## config.mk

```make
export PLATFORM = sky130hd
export DESIGN_NAME = i2c_byte_write_random_read_master_unit
export DESIGN_NICKNAME = d
export VERILOG_FILES = /design/src/i2cbw_pkg.sv /design/src/i2c_byte_write_random_read_master_unit.sv
export SDC_FILE = /design/constraint.sdc
export NUM_CORES = 1
export LEC_CHECK = 0
export ABC_AREA = 1
export BUFFER_PORTS_ARGS = -buffer_cell sky130_fd_sc_hd__buf_2
export CAP_MARGIN = 10
export CORE_ASPECT_RATIO = 1.2
export CORE_MARGIN = 4
export CORE_UTILIZATION = 50
export DETAILED_ROUTE_END_ITERATION = 12
export HOLD_SLACK_MARGIN = 0.08
export PLACE_DENSITY = 0.78
export SYNTH_ARGS = -nofsm -noshare
export SYNTH_HDL_FRONTEND = slang
export SYNTH_SLANG_ARGS = --single-unit
export TNS_END_PERCENT = 1
```

## constraint.sdc

```tcl
create_clock -name aclk -period 6.1 [get_ports aclk]
set_input_delay 0.61 -clock aclk [delete_from_list [all_inputs] [get_ports aclk]]
set_output_delay 0.61 -clock aclk [all_outputs]
set_load 0.02 [all_outputs]
```

## src/i2cbw_pkg.sv

```systemverilog
// shared constants and codes for the i2c byte write / random read master
`default_nettype none
package i2cbw_pkg;

    localparam int unsigned PHASE_W = 16;
    localparam int unsigned WAIT_W  = 24;
    localparam int unsigned CNT_W   = 24;

    // command codes carried in s_tuser
    localparam logic [1:0] OP_TICK  = 2'd0;
    localparam logic [1:0] OP_WRITE = 2'd1;
    localparam logic [1:0] OP_READ  = 2'd2;

    // configuration register indexes
    localparam logic [1:0] CFG_PHASE_TICKS = 2'd0;
    localparam logic [1:0] CFG_STOP_WAIT   = 2'd1;

    localparam logic [PHASE_W-1:0] PHASE_TICKS_RST = 16'd4;
    localparam logic [WAIT_W-1:0]  STOP_WAIT_RST   = 24'd50000;

    // sequencer steps
    localparam logic [2:0] ST_IDLE  = 3'd0;
    localparam logic [2:0] ST_START = 3'd1;
    localparam logic [2:0] ST_SEND  = 3'd2;
    localparam logic [2:0] ST_ACK   = 3'd3;
    localparam logic [2:0] ST_RECV  = 3'd4;
    localparam logic [2:0] ST_STOP  = 3'd5;
    localparam logic [2:0] ST_WAIT  = 3'd6;

    // result word bit positions
    localparam int unsigned RES_SCL  = 0;
    localparam int unsigned RES_PULL = 1;
    localparam int unsigned RES_BUSY = 2;
    localparam int unsigned RES_DONE = 3;

endpackage
`default_nettype wire

```

## src/i2c_byte_write_random_read_master_unit.sv

```systemverilog
// i2c master sequencer for one byte write or one random byte read, one bus tick per word
// the result word for an input word is registered when that input word is accepted
// throughput: one word per cycle while the result register can drain; s_tready follows m_tready when it is full
// each word advances the bus sequencer by exactly one tick and returns one result word
// reset (aresetn low, synchronous): sequencer idle, counters and read byte cleared,
// phase_ticks back to 4 and stop_wait_ticks back to 50000
`default_nettype none
module i2c_byte_write_random_read_master_unit
    import i2cbw_pkg::*;
(
    input  wire logic        aclk,
    input  wire logic        aresetn,
    // input words
    input  wire logic        s_tvalid,
    output logic             s_tready,
    input  wire logic [31:0] s_tdata,   // device_byte, mem_address, write_data, sda_in, zero pad
    input  wire logic [1:0]  s_tuser,   // opcode
    // result words
    output logic             m_tvalid,
    input  wire logic        m_tready,
    output logic [15:0]      m_tdata,   // scl_level, sda_pull_low, busy_res, done_res,
                                        // read_data, zero pad
    // configuration writes
    input  wire logic        cfg_valid,
    output logic             cfg_ready,
    input  wire logic [1:0]  cfg_index,
    input  wire logic [23:0] cfg_data
);

    logic [PHASE_W-1:0] phase_ticks_reg;
    logic [WAIT_W-1:0]  stop_wait_reg;

    logic [2:0]       step_reg, step_next;
    logic [CNT_W-1:0] count_reg, count_next;
    logic [3:0]       bit_reg, bit_next;
    logic [1:0]       byte_reg, byte_next;
    logic [7:0]       shift_reg, shift_next;
    logic [7:0]       dev_reg, dev_next;
    logic [7:0]       addr_reg, addr_next;
    logic [7:0]       data_reg, data_next;
    logic             rd_reg, rd_next;
    logic [7:0]       rx_reg, rx_next;

    logic             m_valid_reg;
    logic [15:0]      m_data_reg;

    logic             accept;
    logic [1:0]       op;
    logic             sda;
    logic             scl, pull, busy, done;
    logic [7:0]       tx_byte;
    logic [2:0]       tx_pos;
    logic [CNT_W-1:0] len;
    logic             last;

    assign cfg_ready = 1'b1;
    assign s_tready  = !m_valid_reg || m_tready;
    assign accept    = s_tvalid && s_tready;
    assign m_tvalid  = m_valid_reg;
    assign m_tdata   = m_data_reg;

    assign op  = s_tuser;
    assign sda = s_tdata[24];

    always_comb begin
        step_next  = step_reg;
        count_next = count_reg;
        bit_next   = bit_reg;
        byte_next  = byte_reg;
        shift_next = shift_reg;
        dev_next   = dev_reg;
        addr_next  = addr_reg;
        data_next  = data_reg;
        rd_next    = rd_reg;
        rx_next    = rx_reg;
        scl        = 1'b0;
        pull       = 1'b0;
        busy       = 1'b0;
        done       = 1'b0;
        tx_byte    = 8'd0;
        tx_pos     = 3'd0;
        len        = '0;
        last       = 1'b0;

        // an idle command tick is already the first tick of the start
        if (step_reg == ST_IDLE || step_reg > ST_WAIT) begin
            step_next = ST_IDLE;
            if (op == OP_WRITE || op == OP_READ) begin
                dev_next   = s_tdata[7:0];
                addr_next  = s_tdata[15:8];
                data_next  = s_tdata[23:16];
                rd_next    = (op == OP_READ);
                step_next  = ST_START;
                bit_next   = 4'd0;
                byte_next  = 2'd0;
                count_next = '0;
                shift_next = 8'd0;
            end
        end

        if (step_next != ST_IDLE) begin
            busy = 1'b1;

            if (byte_next == 2'd0) begin
                tx_byte = dev_next;
            end else if (byte_next == 2'd1) begin
                tx_byte = addr_next;
            end else if (rd_next) begin
                tx_byte = dev_next + 8'd1;
            end else begin
                tx_byte = data_next;
            end
            tx_pos = 3'd7 - bit_next[3:1];

            unique case (step_next) inside
                ST_START: begin
                    scl  = (bit_next == 4'd1 || bit_next == 4'd2);
                    pull = (bit_next >= 4'd2);
                end
                ST_SEND: begin
                    scl  = bit_next[0];
                    pull = !tx_byte[tx_pos];
                end
                ST_ACK, ST_RECV: begin
                    scl  = bit_next[0];
                    pull = 1'b0;
                end
                ST_STOP: begin
                    scl  = (bit_next >= 4'd1);
                    pull = (bit_next <= 4'd1);
                end
                default: begin
                    scl  = 1'b0;
                    pull = 1'b0;
                end
            endcase

            len = (step_next == ST_WAIT) ? stop_wait_reg
                                         : {{(CNT_W-PHASE_W){1'b0}}, phase_ticks_reg};
            if (len == '0) begin
                len = {{(CNT_W-1){1'b0}}, 1'b1};
            end
            last = ({1'b0, count_next} + {{CNT_W{1'b0}}, 1'b1}) >= {1'b0, len};

            if (!last) begin
                count_next = count_next + {{(CNT_W-1){1'b0}}, 1'b1};
            end else begin
                count_next = '0;
                unique case (step_next)
                    ST_START: begin
                        if (bit_next < 4'd3) begin
                            bit_next = bit_next + 4'd1;
                        end else begin
                            step_next = ST_SEND;
                            bit_next  = 4'd0;
                        end
                    end
                    ST_SEND: begin
                        if (bit_next < 4'd15) begin
                            bit_next = bit_next + 4'd1;
                        end else begin
                            step_next = ST_ACK;
                            bit_next  = 4'd0;
                        end
                    end
                    ST_ACK: begin
                        if (bit_next < 4'd1) begin
                            bit_next = bit_next + 4'd1;
                        end else begin
                            bit_next = 4'd0;
                            if (byte_next == 2'd0) begin
                                byte_next = 2'd1;
                                step_next = ST_SEND;
                            end else if (byte_next == 2'd1) begin
                                byte_next = 2'd2;
                                // read goes through a repeated start
                                step_next = rd_next ? ST_START : ST_SEND;
                            end else if (byte_next == 2'd2 && rd_next) begin
                                byte_next  = 2'd3;
                                shift_next = 8'd0;
                                step_next  = ST_RECV;
                            end else begin
                                step_next = ST_STOP;
                            end
                        end
                    end
                    ST_RECV: begin
                        // sample at the end of the scl low phase
                        if (!bit_next[0]) begin
                            shift_next = {shift_next[6:0], sda};
                        end
                        if (bit_next < 4'd15) begin
                            bit_next = bit_next + 4'd1;
                        end else begin
                            rx_next   = shift_next;
                            step_next = ST_ACK;
                            bit_next  = 4'd0;
                        end
                    end
                    ST_STOP: begin
                        if (bit_next < 4'd2) begin
                            bit_next = bit_next + 4'd1;
                        end else begin
                            step_next = ST_WAIT;
                            bit_next  = 4'd0;
                        end
                    end
                    default: begin
                        done      = 1'b1;
                        step_next = ST_IDLE;
                        bit_next  = 4'd0;
                        byte_next = 2'd0;
                    end
                endcase
            end
        end
    end

    always_ff @(posedge aclk) begin
        if (!aresetn) begin
            phase_ticks_reg <= PHASE_TICKS_RST;
            stop_wait_reg   <= STOP_WAIT_RST;
        end else if (cfg_valid && cfg_ready) begin
            if (cfg_index == CFG_PHASE_TICKS) begin
                phase_ticks_reg <= cfg_data[PHASE_W-1:0];
            end else if (cfg_index == CFG_STOP_WAIT) begin
                stop_wait_reg <= cfg_data;
            end
        end
    end

    always_ff @(posedge aclk) begin
        if (!aresetn) begin
            step_reg  <= ST_IDLE;
            count_reg <= '0;
            bit_reg   <= 4'd0;
            byte_reg  <= 2'd0;
            shift_reg <= 8'd0;
            dev_reg   <= 8'd0;
            addr_reg  <= 8'd0;
            data_reg  <= 8'd0;
            rd_reg    <= 1'b0;
            rx_reg    <= 8'd0;
        end else if (accept) begin
            step_reg  <= step_next;
            count_reg <= count_next;
            bit_reg   <= bit_next;
            byte_reg  <= byte_next;
            shift_reg <= shift_next;
            dev_reg   <= dev_next;
            addr_reg  <= addr_next;
            data_reg  <= data_next;
            rd_reg    <= rd_next;
            rx_reg    <= rx_next;
        end
    end

    always_ff @(posedge aclk) begin
        if (!aresetn) begin
            m_valid_reg <= 1'b0;
        end else if (accept) begin
            m_valid_reg <= 1'b1;
        end else if (m_tready) begin
            m_valid_reg <= 1'b0;
        end
    end

    always_ff @(posedge aclk) begin
        if (accept) begin
            m_data_reg <= {4'd0, rx_next, done, busy, pull, scl};
        end
    end

endmodule
`default_nettype wire

```

Word level (Yosys, flattened, before mapping)
Index checks and enable logic that the tools add are counted.
{"block": "op_classes", "bitwise_logic": 1, "n_div": 0, "add_sub_neg": 5, "mux": 72, "shift": 0, "n_mul": 0, "magnitude_cmp": 10, "n_eq_ne": 13, "reduce_logical": 21}
{"op": "2-to-1 mux 8 bit", "count": 23}
{"op": "2-to-1 mux 24 bit", "count": 7}
{"op": "2-to-1 mux 4 bit", "count": 8}
{"op": "2-to-1 mux 3 bit", "count": 9}
{"op": "adder 24 x 1 -> 25 bit (second input constant)", "count": 1}
{"op": "greater-or-equal comparator 25 x 24 -> 1 bit", "count": 1}
{"op": "adder 24 x 1 -> 24 bit (second input constant)", "count": 1}
{"op": "logical NOT 24 bit", "count": 1}
{"op": "2-to-1 mux 2 bit", "count": 9}
{"op": "one-hot mux 4 bit (4 select lines)", "count": 1}
{"op": "one-hot mux 8 bit (2 select lines)", "count": 1}
{"op": "one-hot mux 3 bit (4 select lines)", "count": 1}
{"op": "equality test 3 bit (second input constant)", "count": 3}
{"op": "2-to-1 mux 1 bit", "count": 9}
{"op": "adder 8 x 1 -> 8 bit (second input constant)", "count": 1}
{"op": "< comparator 4 x 2 -> 1 bit (second input constant)", "count": 2}
{"op": "equality test 2 x 1 -> 1 bit (second input constant)", "count": 3}
{"op": "equality test 3 x 2 -> 1 bit (second input constant)", "count": 2}
{"op": "one-hot mux 1 bit (3 select lines)", "count": 2}
{"op": "OR reduction 5 bit", "count": 1}
{"op": "adder 4 x 1 -> 4 bit (second input constant)", "count": 1}
{"op": "equality test 2 bit (second input constant)", "count": 2}
{"op": "equality test 4 x 1 -> 1 bit (second input constant)", "count": 1}
{"op": "equality test 4 x 2 -> 1 bit (second input constant)", "count": 1}
{"op": "other kinds (24)", "count": 31}
{"block": "word_totals", "wordCells": 138, "rom_bits": 0, "reg_bits": 127, "mem_count": 0, "out_inout_bits": 19, "latchBits": 0, "ramBits": 0, "in_bits": 65}

Logic depth before layout (Yosys ltp)
Gate-level depths: netlist of the first run.
{"block": "logic_depth", "depth_word": 13, "ltp_mapped": 34, "depth_no_buf": 31}

Worst setup path after synthesis of the first run
OpenSTA, ideal clock, no wires.
{"block": "synth_path", "path_kind": "input port to flip-flop", "start": "input port s_tuser[0]", "end": "register m_data_reg[10] (netlist: m_tdata[10]), data pin", "path_buffers": 4, "arrival_time_ps": 4166, "slack_ps": 1676, "stages": 30, "required_ps": 5843, "setup_time_ps": 257, "path_cell_list": "inv_1 ha_1 inv_1 nand3_4 buf_4 buf_4 clkbuf_1 nand2_1 inv_1 ha_1 nand3_1 nor2_2 nand3_2 nor3_1 xor2_1 inv_1 ha_1 a21oi_1 o21ai_0 a21oi_1 nand2_1 nand2_1 nand2_1 nand2_1 nand2_1 nand2_1 nand2_8 buf_6 nand2_1 o21ai_2"}
{"block": "synth_between", "elab_chain_cells": 12, "word_cells_on_any_way": 26, "cone_classes": "add/sub: 1; order compare: 2; eq/ne: 4; mux: 16; reduce/logical: 3"}
{"item": "from (decl)", "line_no": "i2c_byte_write_random_read_master_unit.sv:17", "source": "input wire logic [1:0] s_tuser,"}
{"item": "equality test 2 x 1 -> 1 bit / equality test 2 bit (equally long branches)", "line_no": "i2c_byte_write_random_read_master_unit.sv:88", "source": "if (op == OP_WRITE || op == OP_READ) begin"}
{"item": "logical OR 1 bit *", "line_no": "i2c_byte_write_random_read_master_unit.sv:88"}
{"item": "parallel branches: the longest is 9 deep, another holds adder 24 x 1 -> 25 bit"}
{"item": "2-to-1 mux 8 bit *", "line_no": "i2c_byte_write_random_read_master_unit.sv:101", "source": "if (step_next != ST_IDLE) begin"}
{"item": "via rx_next[6]", "line_no": "i2c_byte_write_random_read_master_unit.sv:42", "source": "logic [7:0] rx_reg, rx_next;"}
{"item": "to (signal assigned)", "line_no": "i2c_byte_write_random_read_master_unit.sv:270", "source": "m_data_reg <= {4'd0, rx_next, done, busy, pull, scl};"}
{"item": "to (decl)", "line_no": "i2c_byte_write_random_read_master_unit.sv:45", "source": "logic [15:0] m_data_reg;"}
Mark *: on every way through the listed nets, which the timed path passes. The select of a mux whose other input is x is not followed.
A chain may end at the register's enable or synchronous reset.

Worst setup path in the final report of the first run
{"block": "layout_path", "start": "input port s_tuser[0]", "end": "register bit_reg[3]"}
{"block": "layout_between", "elab_chain_cells": 12, "word_cells_on_any_way": 35, "cone_classes": "add/sub: 2; order compare: 5; eq/ne: 8; mux: 16; reduce/logical: 4"}
{"item": "equality test 2 x 1 -> 1 bit / equality test 2 bit (equally long branches)", "line_no": "i2c_byte_write_random_read_master_unit.sv:88"}
{"item": "logical OR 1 bit *", "line_no": "i2c_byte_write_random_read_master_unit.sv:88"}
{"item": "parallel branches: the longest is 9 deep, another holds adder 24 x 1 -> 25 bit"}
{"item": "2-to-1 mux 4 bit *", "line_no": "i2c_byte_write_random_read_master_unit.sv:101"}
{"item": "to (signal assigned)", "line_no": "i2c_byte_write_random_read_master_unit.sv:247", "source": "bit_reg <= bit_next;"}
{"item": "to (decl)", "line_no": "i2c_byte_write_random_read_master_unit.sv:35", "source": "logic [3:0] bit_reg, bit_next;"}
Every way passes the cells marked *. The select of a mux whose other input is x is not followed.

==> results of run 1 <==
-- area by class of cell --
cell class                 count  area share, %
timing repair buffer          81           4.67
sequential                   127           28.6
inverter                     168           6.78
tap                          212           2.85
multi-input combinational    918           50.9
clock inverter                12           1.47
clock buffer                  19           4.76
-- cells in the mapped netlist, drive strengths merged --
library cell  instances  area share (%)
dfxtp               115              28
clkinv                3            0.14
a31oi                28             2.1
conb                  2           0.090
o21a                  3            0.27
nor2                121             6.5
xnor2                 4            0.42
mux2i                 3            0.36
nand3b                4            0.51
buf                  33             2.7
nor4                  2            0.15
nand2               343              16
ha                   31             4.7
a22o                  1            0.11
clkbuf               29             1.3
or2                   1           0.075
xor2                 18             2.0
nand3                65             4.2
o211ai               13             1.2
o41ai                 1            0.11
o21bai                5            0.45
nor3                 12            0.99
a211oi                1           0.090
nand4                17             1.3
nor3b                 1            0.15
o21ai               150             9.5
edfxtp               12             4.3
a21oi                89             5.3
inv                 165             7.4
-- metal layers --
metal,vias to the layer above,global-route usage [%]
met5,-,0
met1,3684,26.5
met3,39,3.64
li1,4214,-
met2,244,38.7
met4,0,8.32
-- how the worst min path moves through the flow --
stage,cells past startpoint,to,slack [ns],startpoint
after floorplan,2,phase_ticks_reg[2]$_SDFFE_PN1P_,0.42,phase_ticks_reg[2]$_SDFFE_PN1P_
after global placement,2,stop_wait_reg[1]$_SDFFE_PN0P_,0.43,stop_wait_reg[1]$_SDFFE_PN0P_
after detailed placement,2,phase_ticks_reg[2]$_SDFFE_PN1P_,0.44,phase_ticks_reg[2]$_SDFFE_PN1P_
after CTS,3,stop_wait_reg[8]$_SDFFE_PN1P_,0.38,cfg_data[8]
after global routing,3,stop_wait_reg[9]$_SDFFE_PN1P_,0.40,cfg_data[9]
final,3,stop_wait_reg[15]$_SDFFE_PN1P_,0.39,cfg_data[15]
-- logic make-up (layout without fill, tap and decap cells) --
kind of cell    count (synthesis)  count (layout)  synth area share (%)
buf+inv                       230             280                  11.5
flops                         127             127                  31.9
other cells                     2               5                0.0901
mux                             3               3                 0.360
simple gates                  566             566                  29.9
compound gates                291             291                  19.1
fa+ha+maj                      31              31                  4.65
xor+xnor                       22              22                  2.40
-- critical path: cells and delay by family --
| kind | cells | cell delay, ns |
|---|---|---|
| fa+ha+maj | 3 | 0.78 |
| compound gates | 2 | 0.33 |
| simple gates | 15 | 2.62 |
| buf+inv | 6 | 0.41 |
| xor+xnor | 1 | 0.16 |
-- metrics by stage --
stage	power, mW	cell area (µm²)	util (%)	std cells	setup slack (ns)
final	2.78	9300	57.2	1537	1.48
after global routing	2.94	9300	57.2	1537	1.14
after CTS	2.79	9290	57.1	1536	1.54
after detailed placement	1.78	8710	53.5	1505	1.11
after global placement	1.76	8710	53.5	1505	1.21
after floorplan	1.63	8350	-	1275	1.68
-- power by group through the flow --
stage	Clock, mW	Sequential, mW	Combinational, mW
after floorplan	0	0.989	0.643
after global placement	0	0.977	0.787
after detailed placement	0	0.980	0.798
after CTS	1.02	0.963	0.805
after global routing	1.05	0.971	0.916
final	1.01	0.963	0.808
==> out/results.tsv, run 1 <==
metric	value	unit
reg2reg_slack	1.56	ns
yosysUniqueCellTypes	47	
endpoint	bit_reg[3]$_SDFFE_PN0P_	
relSlewSlack	33.1	%
cp_max_fo	36	
yosysWarnings	0	
cts_root_buffer	clkbuf_16	
finClkSkew	0.0134	ns
grt.overflow.total	0	
cp_slowest_cell	nor3_1	
initial_core_util	51.2	%
r2r-start	step_reg[0]$_SDFFE_PN0P_	
antenna_found_initial	0	
gp_congestion	0.928	
core	16300	µm²
peakVddDrop	0.192	mV
path_common_cell	inv_1	
p_leak	4.35	nW
most-common-layout-cells	nand2_1 (330), inv_1 (155), o21ai_0 (117)	
drt-initial-drc-count	614	
hold_class	input port to register	
pin_count	84	
h-tree-depth	4	
routed_wl	20300	µm
area_growth	11.6	%
min_period_over_period	75.7	%
cts.repair.resized	0	
ys_seq_area_share	31.9	%
n_fill_cell	1623	
power_switching	1.00	mW
syn_area	8340	µm²
period_needed	4.62	ns
slowest_delay	0.33	ns
grt_usage	21.8	%
viasPerCell	5.32	
finalSetupViolCount	0	
p_int	1.78	mW
crit_arrival	4.94	ns
hold_slack	0.388	ns
clock_power_share	36.3	%
synth.ff_latch_count	127	
crit_required	6.42	ns
die_area	18800	µm²
fin_setup_tns	0	ns
crit_type	input port to register	
multi_input_area	4730	µm²
wl_per_cell	13.2	µm
drtAntennaViolNets	0	
clockBufferDepth	2	
port_buffers	71	
ff_latch_area	2660	µm²
final_common_cell	nand2_1	
pwr-share-comb	29.1	%
cts_tree	yes	
hold_viol	0	
path_clk_slew	0.06	ns
drive_above_1_share	12.7	%
post_cts_buffers	0	
pwr-share-seq	34.6	%
cts_sinks	127	
drc_errors	0	
wl_met1	8740	µm
power.density	299	nW/µm²
sw_frac_of_total	36.0	%
finalMaxSlewViolations	0	
wl_met2	10100	µm
diodes	0	
startpoint	s_tuser[0]	
timing.rr.end	bit_reg[3]$_SDFFE_PN0P_	
r2r_cells	24	
synth.avg_cell_area	6.56	µm²
layout.nets	1409	
placementRows	51	
critPathLaunchType	input port	
highest_layer	met4	
grt_first_pass_wirelength	34400	µm
insertion_delay	0.43	ns
tightest_slew	1.00	ns
cap_violations	0	
dr_wl_met3	1070	µm
end_kind	register	
die_h	149	µm
syn-instance-count	1272	
dp_hpwl	13800	µm
firstDrtPassIters	8	
grt_pass1_vias	7564	
status	completed	
numCtsBuffers	17	
grt_setup_unrepaired	no	
grt_max_degree	71	
clock.fmax	217	MHz
die_w	126	µm
num_vias	8181	
ctsHoldBuffers	0	
No activity file was read; power rests on OpenSTA's default activity.
==> run 2: changes to the inputs <==
--- a/config.mk
+++ b/config.mk
@@ -13,7 +13,7 @@
 export CORE_UTILIZATION = 50
 export DETAILED_ROUTE_END_ITERATION = 12
 export HOLD_SLACK_MARGIN = 0.08
-export PLACE_DENSITY = 0.78
+export PLACE_DENSITY = 0.81
 export SYNTH_ARGS = -nofsm -noshare
 export SYNTH_HDL_FRONTEND = slang
 export SYNTH_SLANG_ARGS = --single-unit
==> constraint.sdc (replaced) <==
create_clock -name aclk -period 4.1 [get_ports aclk]
set_input_delay 0.41 -clock aclk [delete_from_list [all_inputs] [get_ports aclk]]
set_output_delay 0.41 -clock aclk [all_outputs]
set_load 0.02 [all_outputs]
==> run 2 against run 1 <==
Effect of this change: global-route usage up 0.78 points; wire length up 1.8%; via count up 0.54%; largest power group unchanged; sequential share of layout area down 0.79 points; clock power up 47%; largest cell class unchanged; flip-flop and latch count unchanged.
==> out/results.tsv, run 2 (same netlist as run 1, synthesis figures left out) <==
metric	value	unit
post_cts_buffers	0	
grt_pass1_vias	7832	
peakVddDrop	0.317	mV
relSlewSlack	39.4	%
cap_violations	0	
fin_setup_tns	0	ns
p_leak	4.49	nW
grt_usage	22.6	%
pwr-share-seq	33.7	%
initial_core_util	51.2	%
cp_max_fo	13	
grt.overflow.total	0	
pwr-share-comb	31.5	%
p_int	2.73	mW
clock_power_share	34.9	%
power.density	445	nW/µm²
drt-initial-drc-count	588	
firstDrtPassIters	5	
cp_slowest_cell	dfxtp_1	
port_buffers	71	
finClkSkew	0.00630	ns
core	16300	µm²
clock.fmax	266	MHz
hold_slack	0.188	ns
clockBufferDepth	2	
placementRows	51	
die_w	126	µm
num_vias	8225	
startpoint	step_reg[0]$_SDFFE_PN0P_	
cts_sinks	127	
routed_wl	20700	µm
die_area	18800	µm²
viasPerCell	5.26	
path_clk_slew	0.06	ns
die_h	149	µm
end_kind	register	
wl_per_cell	13.2	µm
layout.nets	1434	
finalPower	4.26	mW
hold_viol	0	
reg2reg_slack	0.35	ns
slowest_delay	0.43	ns
period_needed	3.75	ns
crit_type	register to register	
h-tree-depth	4	
drive_above_1_share	14.6	%
status	completed	
grt_max_degree	70	
insertion_delay	0.43	ns
critPathLaunchType	register	
drtAntennaViolNets	0	
n_fill_cell	1545	
r2r-start	step_reg[0]$_SDFFE_PN0P_	
finalSetupViolCount	0	
tightest_slew	0.907	ns
crit_required	4.43	ns
cts_tree	yes	
diodes	0	
numCtsBuffers	17	
drc_errors	0	
min_period_over_period	91.6	%
finalMaxSlewViolations	0	
sw_frac_of_total	35.8	%
ctsHoldBuffers	0	
pin_count	84	
cts_root_buffer	clkbuf_16	
cts.repair.resized	0	
hold_class	input port to register	
path_common_cell	nand2_1	
dp_hpwl	14500	µm
most-common-layout-cells	nand2_1 (328), inv_1 (154), o21ai_0 (116)	
final_common_cell	nand2_1	
gp_congestion	0.926	
power_switching	1.53	mW
antenna_found_initial	0	
crit_arrival	4.08	ns
hp-start	cfg_data[4]	
area_growth	14.8	%
grt_first_pass_wirelength	35700	µm
-- run 2: cell types whose count changed in the layout (fill, tap and decap cells not counted), moves of 2 or more --
cell	previous run	this run
buf_12	0	3
nand2_2	11	13
clkinv_4	5	2
clkinvlp_4	1	3
nand2_1	330	328
inv_6	1	3
buf_4	9	30
clkinv_1	3	5
-- run 2: power groups by stage --
stage / Clock, mW / Sequential [mW] / Combinational (mW)
2_1_floorplan: 0 / 1.47 / 0.958
3_3_place_gp: 0 / 1.45 / 1.26
3_5_place_dp: 0 / 1.46 / 1.29
4_1_cts: 1.50 / 1.43 / 1.30
5_1_grt: 1.55 / 1.45 / 1.51
6_report: 1.48 / 1.43 / 1.34
-- run 2: through the flow --
| step | std cells | util [%] | setup WS [ns] | instance area, µm² |
|---|---|---|---|---|
| finish | 1563 | 58.8 | 0.346 | 9570 |
| global route | 1563 | 58.8 | -0.00149 | 9570 |
| CTS | 1562 | 58.5 | 0.290 | 9510 |
| detailed placement | 1530 | 55.0 | 0.0208 | 8940 |
| global placement | 1530 | 55.0 | 0.0508 | 8940 |
| floorplan | 1275 | - | 0.0513 | 8360 |
-- run 2: cell type report --
| type | count | area [µm²] | share of cell area, % |
|---|---|---|---|
| Multi-Input combinational cell | 918 | 4760 | 49.7 |
| Clock buffer | 18 | 429 | 4.49 |
| Timing Repair Buffer | 106 | 677 | 7.07 |
| Tap cell | 212 | 265 | 2.77 |
| Clock inverter | 14 | 141 | 1.48 |
| Sequential cell | 127 | 2660 | 27.8 |
| Inverter | 168 | 637 | 6.66 |
-- run 2: path summary, 6_finish.rpt --
check | cells past startpoint | endpoint
worst max-delay path | 28 | rx_reg[4]$_SDFFE_PN0P_
worst min-delay path | 3 | stop_wait_reg[4]$_SDFFE_PN1P_
worst max register to register | 28 | rx_reg[4]$_SDFFE_PN0P_
worst min register to register | 2 | stop_wait_reg[1]$_SDFFE_PN0P_
-- run 2: routing by layer --
metal | routed length, µm | part of all wire, % | track usage (%) | vias up
met5 | 0 | 0 | 0 | -
met4 | 588 | 2.8 | 10.2 | 0
met3 | 1080 | 5.2 | 3.71 | 49
met2 | 10400 | 50 | 40.6 | 252
met1 | 8600 | 42 | 26.4 | 3663
li1 | - | - | - | 4261
-- run 2: critical path, delay by kind of cell, from the launching register on --
kind | cells | cell delay, ns
flops | 1 | 0.43
compound gates | 5 | 0.57
xor+xnor | 1 | 0.14
fa+ha+maj | 2 | 0.49
simple gates | 15 | 1.46
buf+inv | 5 | 0.54
==> run 3: changes to the inputs <==
--- a/config.mk
+++ b/config.mk
@@ -10,10 +10,11 @@
 export CAP_MARGIN = 10
 export CORE_ASPECT_RATIO = 1.2
 export CORE_MARGIN = 4
-export CORE_UTILIZATION = 50
+export CORE_UTILIZATION = 54
+export CTS_CLUSTER_SIZE = 30
 export DETAILED_ROUTE_END_ITERATION = 12
 export HOLD_SLACK_MARGIN = 0.08
-export PLACE_DENSITY = 0.81
+export PLACE_DENSITY = 0.86
 export SYNTH_ARGS = -nofsm -noshare
 export SYNTH_HDL_FRONTEND = slang
 export SYNTH_SLANG_ARGS = --single-unit
==> run 3 against run 2 <==
Effect of this change: die area shrank 7.0%; global-route usage grew 1.7 points; combinational power is essentially flat; critical path type unchanged; highest routed layer unchanged.
==> out/results.tsv, run 3 (same netlist as run 1, synthesis figures left out) <==
metric	value	unit
routed_wl	20900	µm
r2r-start	step_reg[2]$_SDFFE_PN0P_	
diodes	0	
final_common_cell	nand2_1	
r2r_cells	24	
hp-start	cfg_data[4]	
clock.fmax	269	MHz
min_path_cells	3	
initial_core_util	55.3	%
relSlewSlack	32.9	%
drc_errors	0	
grt_first_pass_wirelength	35000	µm
numCtsBuffers	17	
crit_arrival	4.03	ns
finClkSkew	0.0102	ns
firstDrtPassIters	6	
die_h	144	µm
grt_max_degree	70	
reg2reg_slack	0.38	ns
multi_input_area	4760	µm²
die_area	17500	µm²
ff_latch_area	2670	µm²
path_clk_slew	0.06	ns
status	completed	
crit_required	4.42	ns
cts_sinks	127	
peakVddDrop	0.258	mV
antenna_found_initial	0	
die_w	121	µm
num_vias	8371	
placed_cell_area	8990	µm²
clockBufferDepth	2	
placementRows	49	
viasPerCell	5.35	
grt_setup_unrepaired	no	
grt.overflow.total	0	
min_period_over_period	90.6	%
gp_congestion	0.975	
pin_count	84	
ctsHoldBuffers	0	
finalMaxSlewViolations	0	
p_leak	4.53	nW
drt-initial-drc-count	702	
instances_no_fill	1565	
cap_violations	0	
dp_hpwl	14400	µm
holdPathEnd	stop_wait_reg[4]$_SDFFE_PN1P_	
tightest_slew	1.00	ns
period_needed	3.72	ns
hold_viol	0	
area_growth	15.2	%
finish.utilization	63.7	%
wl_per_cell	13.4	µm
n_fill_cell	1361	
crit_type	register to register	
cp_max_fo	25	
cts_tree	yes	
critPathLaunchType	register	
h-tree-depth	4	
port_buffers	71	
hold_slack	0.194	ns
dp_cells	1531	
insertion_delay	0.43	ns
layout.nets	1444	
timing.rr.end	shift_reg[6]$_SDFFE_PN0P_	
most-common-layout-cells	nand2_1 (329), inv_1 (155), o21ai_0 (116)	
hold_class	input port to register	
finalSetupViolCount	0	
grt_pass1_vias	7682	
cts_root_buffer	clkbuf_16	
grt_usage	24.3	%
drive_above_1_share	15.1	%
core	15100	µm²
power.density	438	nW/µm²
stdcell_area	9600	µm²
end_kind	register	
drtAntennaViolNets	0	
-- run 3: repair_timing --
action                                  in CTS  in global routing
buffers inserted                             0                  1
endpoints found under the setup margin       0                 58
gates resized for setup                      0                  8
-- run 3: how the worst max path moves through the flow --
stage / startpoint / endpoint / slack [ns] / cells after the start
2_1_floorplan: s_tuser[0] / m_tdata[10]$_DFFE_PP_ / 0.05 / 31
3_3_place_gp: s_tuser[0] / count_reg[7]$_SDFFE_PN0P_ / 0.06 / 29
3_5_place_dp: s_tuser[0] / count_reg[23]$_SDFFE_PN0P_ / -0.05 / 28
4_1_cts: step_reg[1]$_SDFFE_PN0P_ / count_reg[23]$_SDFFE_PN0P_ / 0.25 / 27
5_1_grt: step_reg[1]$_SDFFE_PN0P_ / rx_reg[4]$_SDFFE_PN0P_ / 0.002 / 29
6_report: step_reg[2]$_SDFFE_PN0P_ / shift_reg[6]$_SDFFE_PN0P_ / 0.38 / 24
-- run 3: final cells by class --
cell class	instances	share of cell area (%)
Clock inverter	9	0.847
Tap cell	204	2.66
Multi-Input combinational cell	919	49.6
Clock buffer	23	4.99
Inverter	168	6.59
Sequential cell	127	27.8
Timing Repair Buffer	115	7.53
-- run 3: per-stage QoR --
stage / setup TNS [ns] / total power [mW] / setup slack, ns
6_report: 0 / 4.20 / 0.384
5_1_grt: 0 / 4.45 / 0.00211
4_1_cts: 0 / 4.17 / 0.255
3_5_place_dp: -0.241 / 2.72 / -0.0476
3_3_place_gp: 0 / 2.69 / 0.0591
2_1_floorplan: 0 / 2.43 / 0.0513
-- run 3: power breakdown --
group	switching (mW)	leakage, nW	internal [mW]	total [mW]
logic	0.877	3.19	0.446	1.32
clock network	0.561	0.277	0.883	1.44
registers	0.0606	1.07	1.37	1.44
-- run 3: layer usage --
layer	vias up	part of all wire [%]	GRT usage, %	routed length, µm
met2	234	50	43.0	10500
met3	62	4.6	3.68	971
met5	-	0	0	0
met1	3788	42	29.0	8780
met4	0	3.1	11.4	654
li1	4287	-	-	-
-- run 3: critical path: stages (launching register included) --
cell	delay [ns]
dfxtp_2	0.34
nand2_1	0.08
nand2_2	0.08
nand3_4	0.12
nand2_1	0.07
inv_1	0.09
ha_1	0.17
nand3_1	0.09
nor2_2	0.16
nand3_4	0.13
nor3_4	0.17
nand4_1	0.13
xor2_1	0.15
inv_1	0.08
ha_1	0.29
nand4_1	0.15
nor4_1	0.28
nand4_1	0.16
nand2_1	0.14
nor2_4	0.06
nand2_8	0.12
buf_12	0.19
nand2_2	0.10
o21ai_1	0.13
a21oi_1	0.08
